**src/sv/jbp_pkg.sv**
```systemverilog
// Shared constants and types for the JPEG bit packer with byte stuffing.
package jbp_pkg;

    // Field widths fixed by the interface
    localparam int MODE_W  = 1;
    localparam int COUNT_W = 5;
    localparam int VALUE_W = 16;
    localparam int BYTE_W  = 8;

    // Default longest code, handed to the top level parameter
    localparam int MAX_CODE_BITS_DEF = 16;

    // Residual and padding
    localparam int RES_W     = 7;
    localparam int ACC_CNT_W = 3;
    localparam logic [ACC_CNT_W-1:0] ACC_FULL = 3'd7;
    localparam int PAD_BITS = 7;
    localparam logic [BYTE_W-1:0] PAD_VALUE = 8'h7f;

    // Stuffing
    localparam logic [BYTE_W-1:0] BYTE_FF    = 8'hff;
    localparam logic [BYTE_W-1:0] STUFF_BYTE = 8'h00;

    // Results per input transaction
    localparam int RESULT_W = 3;
    localparam logic [RESULT_W-1:0] RESULT_LIMIT = 3'd4;
    localparam logic [RESULT_W-1:0] RESULT_LAST  = 3'd3;

    // Input modes
    localparam logic MODE_WRITE = 1'b0;
    localparam logic MODE_FLUSH = 1'b1;

    // Packer sequencer states
    typedef enum logic [2:0] {
        ST_IDLE  = 3'b001,
        ST_SHIFT = 3'b010,
        ST_STUFF = 3'b100
    } jbp_state_t;

    // Write request from the packer into the output stage
    typedef struct packed {
        logic              wr;
        logic [BYTE_W-1:0] data;
        logic              last;
    } jbp_out_wr_t;

endpackage

```
**src/sv/jpeg_bit_packer_stuffing.sv**
```systemverilog
// Top level: bit-serial JPEG entropy bit packer with 0xFF byte stuffing.
// Throughput: one bit of code per cycle, held while a stuffed zero is written or the
//   output stage is stalled; the input is stalled until a write transaction (count
//   saturated to MAX_CODE_BITS) or a flush has shifted out all its bits; a zero-count
//   write does not stall the input.
// Output: a byte that completes on the last code bit is registered in the output stage
//   before it is offered at the output.
// Reset: rst_n clears the residual, the sequencer and the output valid at once.
module jpeg_bit_packer_stuffing
    import jbp_pkg::*;
#(
    parameter int MAX_CODE_BITS = MAX_CODE_BITS_DEF
)
(
    input  logic               clk,
    input  logic               rst_n,
    input  logic               in_valid,
    output logic               in_stall,
    input  logic [MODE_W-1:0]  mode,
    input  logic [COUNT_W-1:0] count,
    input  logic [VALUE_W-1:0] value,
    output logic               out_valid,
    input  logic               out_stall,
    output logic [BYTE_W-1:0]  out_byte,
    output logic               last
);

    // Code shift register is at least as wide as the value field
    localparam int SR_W = (MAX_CODE_BITS > VALUE_W) ? MAX_CODE_BITS : VALUE_W;
    localparam int RC_W = $clog2(SR_W + 1);
    localparam int RI_W = $clog2(SR_W);

    jbp_state_t            state_reg, state_next;
    logic [SR_W-1:0]       code_reg, code_next;
    logic [RC_W-1:0]       rem_reg, rem_next;
    logic                  flush_reg, flush_next;
    logic [RES_W-1:0]      acc_reg, acc_next;
    logic [ACC_CNT_W-1:0]  acc_cnt_reg, acc_cnt_next;
    logic [RESULT_W-1:0]   n_reg, n_next;

    jbp_out_wr_t           wr_req;
    logic                  out_free;

    logic [RC_W-1:0]       count_sat;
    logic [RC_W-1:0]       rem_after;
    logic [RI_W-1:0]       rem_idx;
    logic                  cur_bit;
    logic [BYTE_W-1:0]     new_byte;
    logic                  byte_done;
    logic                  keep;
    logic                  is_ff;
    logic                  more_after;
    logic                  more_now;
    logic                  at_limit;

    // Current code bit, MSB first
    assign count_sat  = (RC_W'(count) > RC_W'(MAX_CODE_BITS)) ? RC_W'(MAX_CODE_BITS)
                                                              : RC_W'(count);
    assign rem_after  = rem_reg - RC_W'(1);
    assign rem_idx    = rem_after[RI_W-1:0];
    assign cur_bit    = code_reg[rem_idx];
    assign new_byte   = {acc_reg, cur_bit};
    assign byte_done  = (acc_cnt_reg == ACC_FULL);
    assign keep       = (n_reg < RESULT_LIMIT);
    assign at_limit   = (n_reg == RESULT_LAST);
    assign is_ff      = (new_byte == BYTE_FF);
    assign more_after = (rem_after >= RC_W'(BYTE_W));
    assign more_now   = (rem_reg >= RC_W'(BYTE_W));

    assign in_stall = (state_reg != ST_IDLE);

    // Sequencer
    always_comb
    begin
        state_next   = state_reg;
        code_next    = code_reg;
        rem_next     = rem_reg;
        flush_next   = flush_reg;
        acc_next     = acc_reg;
        acc_cnt_next = acc_cnt_reg;
        n_next       = n_reg;
        wr_req.wr    = 1'b0;
        wr_req.data  = new_byte;
        wr_req.last  = 1'b0;

        case (state_reg)
            ST_IDLE:
            begin
                n_next = '0;
                if (in_valid)
                begin
                    if (mode == MODE_FLUSH)
                    begin
                        code_next  = SR_W'(PAD_VALUE);
                        rem_next   = RC_W'(PAD_BITS);
                        flush_next = 1'b1;
                        state_next = ST_SHIFT;
                    end
                    else if (count_sat != '0)
                    begin
                        code_next  = SR_W'(value);
                        rem_next   = count_sat;
                        flush_next = 1'b0;
                        state_next = ST_SHIFT;
                    end
                end
            end

            ST_SHIFT:
            begin
                if (rem_reg == '0)
                begin
                    // Flush leaves an empty residual
                    if (flush_reg)
                    begin
                        acc_cnt_next = '0;
                    end
                    state_next = ST_IDLE;
                end
                else if (!(byte_done && keep && !out_free))
                begin
                    rem_next = rem_after;
                    acc_next = {acc_reg[RES_W-2:0], cur_bit};
                    if (byte_done)
                    begin
                        acc_cnt_next = '0;
                        if (keep)
                        begin
                            wr_req.wr   = 1'b1;
                            wr_req.data = new_byte;
                            wr_req.last = (!is_ff && !more_after) || at_limit;
                            n_next      = n_reg + RESULT_W'(1);
                        end
                        if (is_ff)
                        begin
                            state_next = ST_STUFF;
                        end
                    end
                    else
                    begin
                        acc_cnt_next = acc_cnt_reg + ACC_CNT_W'(1);
                    end
                end
            end

            ST_STUFF:
            begin
                if (!keep)
                begin
                    state_next = ST_SHIFT;
                end
                else if (out_free)
                begin
                    wr_req.wr   = 1'b1;
                    wr_req.data = STUFF_BYTE;
                    wr_req.last = !more_now || at_limit;
                    n_next      = n_reg + RESULT_W'(1);
                    state_next  = ST_SHIFT;
                end
            end

            default:
            begin
                state_next = ST_IDLE;
            end
        endcase
    end

    // Control and residual state
    always_ff @(posedge clk or negedge rst_n)
    begin
        if (!rst_n)
        begin
            state_reg   <= ST_IDLE;
            acc_reg     <= '0;
            acc_cnt_reg <= '0;
            n_reg       <= '0;
            rem_reg     <= '0;
            flush_reg   <= 1'b0;
        end
        else
        begin
            state_reg   <= state_next;
            acc_reg     <= acc_next;
            acc_cnt_reg <= acc_cnt_next;
            n_reg       <= n_next;
            rem_reg     <= rem_next;
            flush_reg   <= flush_next;
        end
    end

    // Code bits
    always_ff @(posedge clk)
    begin
        code_reg <= code_next;
    end

    jbp_out_stage u_out_stage (
        .clk       (clk),
        .rst_n     (rst_n),
        .wr_req    (wr_req),
        .free      (out_free),
        .out_valid (out_valid),
        .out_stall (out_stall),
        .out_byte  (out_byte),
        .last      (last)
    );

endmodule

```
**src/sv/jbp_out_stage.sv**
```systemverilog
// Output register stage: holds one result byte until the consumer takes it.
module jbp_out_stage
    import jbp_pkg::*;
(
    input  logic              clk,
    input  logic              rst_n,
    input  jbp_out_wr_t       wr_req,
    output logic              free,
    output logic              out_valid,
    input  logic              out_stall,
    output logic [BYTE_W-1:0] out_byte,
    output logic              last
);

    logic              valid_reg;
    logic              valid_next;
    logic [BYTE_W-1:0] byte_reg;
    logic              last_reg;

    // Slot is free when empty or being taken this cycle
    assign free = !valid_reg || !out_stall;

    always_comb
    begin
        valid_next = valid_reg;
        if (wr_req.wr)
        begin
            valid_next = 1'b1;
        end
        else if (valid_reg && !out_stall)
        begin
            valid_next = 1'b0;
        end
    end

    // Control
    always_ff @(posedge clk or negedge rst_n)
    begin
        if (!rst_n)
        begin
            valid_reg <= 1'b0;
        end
        else
        begin
            valid_reg <= valid_next;
        end
    end

    // Payload
    always_ff @(posedge clk)
    begin
        if (wr_req.wr)
        begin
            byte_reg <= wr_req.data;
            last_reg <= wr_req.last;
        end
    end

    assign out_valid = valid_reg;
    assign out_byte  = byte_reg;
    assign last      = last_reg;

endmodule

```
**config.mk**
```make
export PLATFORM = sky130hd
export DESIGN_NAME = jpeg_bit_packer_stuffing
export DESIGN_NICKNAME = d
export VERILOG_FILES = /design/src/sv/jbp_pkg.sv /design/src/sv/jpeg_bit_packer_stuffing.sv /design/src/sv/jbp_out_stage.sv
export SDC_FILE = /design/constraint.sdc
export NUM_CORES = 1
export LEC_CHECK = 0
export BUFFER_PORTS_ARGS = -buffer_cell sky130_fd_sc_hd__buf_4
export CAP_MARGIN = 20
export CORE_MARGIN = 5
export CORE_UTILIZATION = 56
export DETAILED_ROUTE_END_ITERATION = 7
export HOLD_SLACK_MARGIN = 0.05
export PLACE_DENSITY = 0.88
export SLEW_MARGIN = 5
export SYNTH_ARGS = -nofsm -noshare
export SYNTH_HDL_FRONTEND = slang
export SYNTH_HIERARCHICAL = 1
export SYNTH_SLANG_ARGS = --single-unit
```
**constraint.sdc**
```tcl
create_clock -name clk -period 3.4 [get_ports clk]
set_input_delay 0.17 -clock clk [delete_from_list [all_inputs] [get_ports clk]]
set_output_delay 0.17 -clock clk [all_outputs]
set_load 0.02 [all_outputs]
```
======== Word-level counts from Yosys, hierarchy flattened ========
Cells that the tools add are included.
storage, ports and cells
  register bits ........................... 48
  latch bits .............................. 0
  bits in writable memories ............... 0
  memory bits (read-only) ................. 0
  bits of input ports ..................... 26
  output and inout port bits .............. 11
  word-level logic and storage cells ...... 108
  memories ................................ 0
cells by class
  $add $sub $neg .......................... 3
  $mul .................................... 0
  divide/modulo/power cells ............... 0
  $lt $le $gt $ge ......................... 5
  eq/ne operators ......................... 21
  shift-type cells ........................ 0
  mux-type cells .......................... 42
  bitwise operators ....................... 2
  reductions and logical operators ........ 25
operators with widths
  cell                   count
  $mux W10               6
  $mux W3                19
  $mux W5                6
  $pmux W10 S2           1
  $ne A2 B2 Y1 const B   9
  $pmux W3 S3            2
  $mux W16               1
  $ne A3 B3 Y1 const B   5
  $ge A5 B4 Y1 const B   2
  $pmux W5 S2            1
  $reduce_and A3 Y1      3
  $eq A8 B8 Y1 const B   1
  $reduce_and A7 Y1      1
  $add A3 B1 Y3 const B  2
  $eq A3 B2 Y1 const B   2
  $eq A3 B3 Y1 const B   2
  $logic_not A1 Y1       6
  $reduce_and A6 Y1      1
  $reduce_bool A2 Y1     3
  $gt A5 B5 Y1 const B   1
  $logic_not A5 Y1       1
  $lt A4 B5 Y1 const B   1
  $mux W1                5
  $reduce_and A5 Y1      1
  other kinds (10)       16

======== Longest topological paths before layout ========
  depth in word-level cells ............... 13
  gate-level depth with buffers ........... 9
  gate-level depth less buffers ........... 7

======== By module ========
The synthesis kept the hierarchy.
modules (own cells, without submodules)
  module                    times used  cells each  area each (um^2)  seq. area each (um^2)
  jpeg_bit_packer_stuffing  1           175         2069.5            1032.2
  jbp_out_stage             1           12          306.5             295.3

======== Worst setup path before layout ========
Ideal clock, no wire load.
  kind .................................... reg2reg
  start ................................... reg state_reg[0]
  end ..................................... reg rem_reg[1]
  setup time .............................. 0.125 ns
  arrival time ............................ 2.456 ns
  path slack .............................. 0.819 ns
  cell stages (with the launch flop) ...... 6
  path buffers ............................ 1
  cell sequence ........................... dfstp_2 or3b_1 buf_2 a211oi_2 nor2_4 mux2_4
on the way
  cells in the longest elaborated chain, start to end .. 3
  elaborated cells on any way between the ends .. 9
  classes of those cells .................. eq/ne (6); mux (1); reduce/logical (2)
RTL lines
  element                                                      line                             text
  start, declared                                              jpeg_bit_packer_stuffing.sv:33   jbp_state_t state_reg, state_next;
  start signal, assigned                                       jpeg_bit_packer_stuffing.sv:183  state_reg <= state_next;
  $eq A3 B1 Y1 or $eq A3 B2 Y1 (tied branches)                 jpeg_bit_packer_stuffing.sv:86   case (state_reg)
  $ne A3 B3 Y1 (no source line), or another cell as far along  n/a
  $reduce_and A5 Y1 (no source line)                           n/a
  end signal, assigned                                         jpeg_bit_packer_stuffing.sv:187  rem_reg <= rem_next;
  end, declared                                                jpeg_bit_packer_stuffing.sv:35   logic [RC_W-1:0] rem_reg, rem_next;
Several ways; a longest one is shown, not always the timed one.
A chain may end at the register's enable or synchronous reset.

======== Worst setup path in the final report ========
  start ................................... reg rem_reg[0]
  end ..................................... reg n_reg[0]
on the way
  cells in the longest elaborated chain, start to end .. 3
RTL lines
  element                             line                             text
  $logic_not A5 Y1                    jpeg_bit_packer_stuffing.sv:111  if (rem_reg == '0)
  $ne A2 B2 Y1 (no source line)       n/a
  $reduce_and A7 Y1 (no source line)  n/a
  end signal, assigned                jpeg_bit_packer_stuffing.sv:186  n_reg <= n_next;
  end, declared                       jpeg_bit_packer_stuffing.sv:39   logic [RESULT_W-1:0] n_reg, n_next;
No other way between the ends.

==> impl_metrics.env <==
export IMPL_cts_clk_slew_worst_paths_ps=90
export IMPL_cts_htree_levels=2
export IMPL_synth_main_ff_cell="sky130_fd_sc_hd__edfxtp_1"
export IMPL_synthCells=187
export IMPL_async_flop_share_pct=47.9
export IMPL_setup_repair_after_global_routing_missed_its_margin="no"
export IMPL_layout_cells_most_common="sky130_fd_sc_hd__buf_4"
export IMPL_slew_headroom_pct=57.0
export IMPL_first_iter_violations=105
export IMPL_core_rowCount=23
export IMPL_critical_path_startpoint_type="flop"
export IMPL_number_of_flops_mapped_to_enable_cells_by_yosys=25
export IMPL_status="complete, no violations"
export IMPL_setup_slack_ps=1000
export IMPL_layout_cells_most_common_list="37 x sky130_fd_sc_hd__buf_4, 25 x sky130_fd_sc_hd__edfxtp_1, 22 x sky130_fd_sc_hd__dfrtp_1, 11 x sky130_fd_sc_hd__nor2_1"
export IMPL_fp_dieArea_sq_um=5650
export IMPL_detailedRoute_firstPassIterationCount=4
export IMPL_die_w_microns=75.1
export IMPL_antenna_found_initial=0
export IMPL_timing_final_crit_period_ps=2400
export IMPL_core_area_sq_um=4060
export IMPL_dr_vias_cell=5.64
export IMPL_diodes=0
export IMPL_total_wirelength_microns=4200
export IMPL_pwr_density_cell_nw_per_um2=711
export IMPL_clock_tree_root_cell="sky130_fd_sc_hd__clkbuf_8"
export IMPL_detail_route_drc_violations=0
export IMPL_final_report_max_slew_violation_count=0
export IMPL_route_detailed_wl_per_inst_microns=15.2
export IMPL_worstPathArrival_ps=2630
export IMPL_finalNonFillerCells=277
export IMPL_cts_buffers=5
export IMPL_cts_resized=0
export IMPL_grt_ovfl_total=0
export IMPL_grt_pass1_vias=1519
export IMPL_hp_class="primary input to flop"
export IMPL_pre_cts_slack_ps=993
export IMPL_worst_clock_skew_on_the_final_layout_ps=9.57
export IMPL_leakage_nw=1.16
export IMPL_syn2layout_area_growth_pct=16.6
export IMPL_regArea_sq_um=1330
export IMPL_synthesis_nets=218
export IMPL_worstSetupPathType="flop to flop"
export IMPL_synth_yosys_warnings=6
export IMPL_tritoncts_clock_tree="built"
export IMPL_flip_flop_count_of_the_largest_register_after_layout=16
export IMPL_fin_util_pct=68.3
export IMPL_post_route_cells_drive_above_1_share_pct=31.3
export IMPL_dr_vias=1563
export IMPL_postCtsHoldBufs=1
export IMPL_setup_tns_ps=0
export IMPL_grt_start_max_net_pins=24
export IMPL_gp_routability_congestion=0.871
export IMPL_floorplan_initialDensity_pct=58.6
export IMPL_clock_latency_ps=300
export IMPL_detailed_place_hpwl_microns=3140
export IMPL_post_cts_setup_bufs=0
export IMPL_maximum_capacitance_violations=0
export IMPL_ant_nets=0
export IMPL_cts_buffer_depth=2
export IMPL_count_of_different_cell_masters_after_synthesis=46
export IMPL_dpl_cell_count=268
export IMPL_max_vdd_ir_drop_mv=0.384
export IMPL_groute_usage_overall_pct=16.3
export IMPL_fmax_mhz=417
export IMPL_report_power_total_w=0.00197
export IMPL_final_hold_violation_count=0
export IMPL_finalSetupViolCount=0
export IMPL_actual_transition_at_the_worst_max_transition_pin_ps=643
export IMPL_multi_input_comb_area_sq_um=975
export IMPL_cts_sinks=48
export IMPL_number_of_storage_elements_in_the_synthesis_netlist=48
export IMPL_nFillCells=298
export IMPL_die_height_microns=75.1
export IMPL_first_pass_grt_wire_length_microns=6850
export IMPL_ios=37
export IMPL_timing_critical_path_to_type="flop"
export IMPL_required_ps=3630
export IMPL_synth_yosys_seq_area_share_pct=55.9
export IMPL_crit_fanout=14
export IMPL_layout_nets=257
export IMPL_timing_final_crit_share_pct=70.5
export IMPL_syn_avg_cell_area_sq_um=12.7
export IMPL_post_synth_instance_area_sq_um=2380
export IMPL_io_buffers=36
kinds of logic after synthesis:
family	synth area share [%]
compound gates	8.06
mux	11.5
buf+inv	3.11
xor+xnor	1.11
fa+ha+maj	2.63
simple gates	17.7
flops	55.9
per-stage QoR:
step	area (sq um)	hold slack, ps
after floorplan	2380	-126
after global placement	2680	81.6
after detailed placement	2680	85.3
after CTS	2770	78.5
after global routing	2770	79.4
final	2770	92.8
power breakdown:
group          total, W  switching (W)  internal, W
Combinational  0.000726       0.000339     0.000387
Sequential     0.000925       0.000133     0.000792
Clock          0.000320       0.000177     0.000144
Total           0.00197       0.000649      0.00132
final cells by class:
cell class | instances | share of cell area (%)
clock buffers | 6 | 2.62
clock inverters | 2 | 0.451
inverters | 9 | 1.22
multi-input cells | 124 | 35.2
flip-flops and latches | 48 | 47.9
well taps | 50 | 2.26
repair buffers | 38 | 10.4
synthesized netlist by cell type (2+ instances only):
cell type,number,share of area (%)
sky130_fd_sc_hd__edfxtp_1,25,32
sky130_fd_sc_hd__dfrtp_1,22,23
sky130_fd_sc_hd__nor2_1,11,1.7
sky130_fd_sc_hd__mux2_2,10,4.7
sky130_fd_sc_hd__nor2b_1,10,2.6
sky130_fd_sc_hd__o21ai_0,10,2.1
sky130_fd_sc_hd__inv_1,9,1.4
sky130_fd_sc_hd__nand2_1,9,1.4
sky130_fd_sc_hd__and2_1,7,1.8
sky130_fd_sc_hd__or2_2,7,1.8
sky130_fd_sc_hd__a21oi_1,6,1.3
sky130_fd_sc_hd__ha_1,5,2.6
sky130_fd_sc_hd__nor3_1,5,1.1
sky130_fd_sc_hd__nor3b_1,5,1.6
sky130_fd_sc_hd__mux4_1,4,4.4
sky130_fd_sc_hd__mux2_4,3,1.9
sky130_fd_sc_hd__nand3_1,3,0.63
sky130_fd_sc_hd__a21o_1,2,0.63
sky130_fd_sc_hd__buf_2,2,0.42
sky130_fd_sc_hd__buf_6,2,0.95
sky130_fd_sc_hd__clkbuf_1,2,0.32
sky130_fd_sc_hd__nand4_1,2,0.53
sky130_fd_sc_hd__or3b_1,2,0.74
sky130_fd_sc_hd__xor2_1,2,0.74
per-layer routing:
metal / vias to the layer above / global-route usage, % / wire (microns)
li1: 756 / - / -
met1: 747 / 19.2 / 1700
met2: 48 / 27.9 / 2130
met3: 12 / 4.41 / 259
met4: 0 / 7.77 / 108
met5: - / 0 / 0
critical path, cell delays in order, from the launching register on:
cell and delay (ps):
sky130_fd_sc_hd__dfrtp_1 480, sky130_fd_sc_hd__inv_1 100, sky130_fd_sc_hd__ha_1 260, sky130_fd_sc_hd__or4b_1 580, sky130_fd_sc_hd__and4b_1 250, sky130_fd_sc_hd__o21a_1 340, sky130_fd_sc_hd__nand3b_1 230, sky130_fd_sc_hd__o21ai_0 70
worst paths after layout:
path / slack [ps] / from / cells after the start / to
worst max-delay path: 1000 / rem_reg[0] / 7 / n_reg[0]
worst min-delay path: 90 / out_stall / 2 / u_out_stage/out_valid
worst max register to register: 1000 / rem_reg[0] / 7 / n_reg[0]
worst min register to register: 510 / n_reg[0] / 1 / n_reg[0]
max in group asynchronous: 2820 / rst_n / 2 / state_reg[0]
min in group asynchronous: 290 / rst_n / 2 / acc_reg[6]
(Power assumes the default switching activity.)
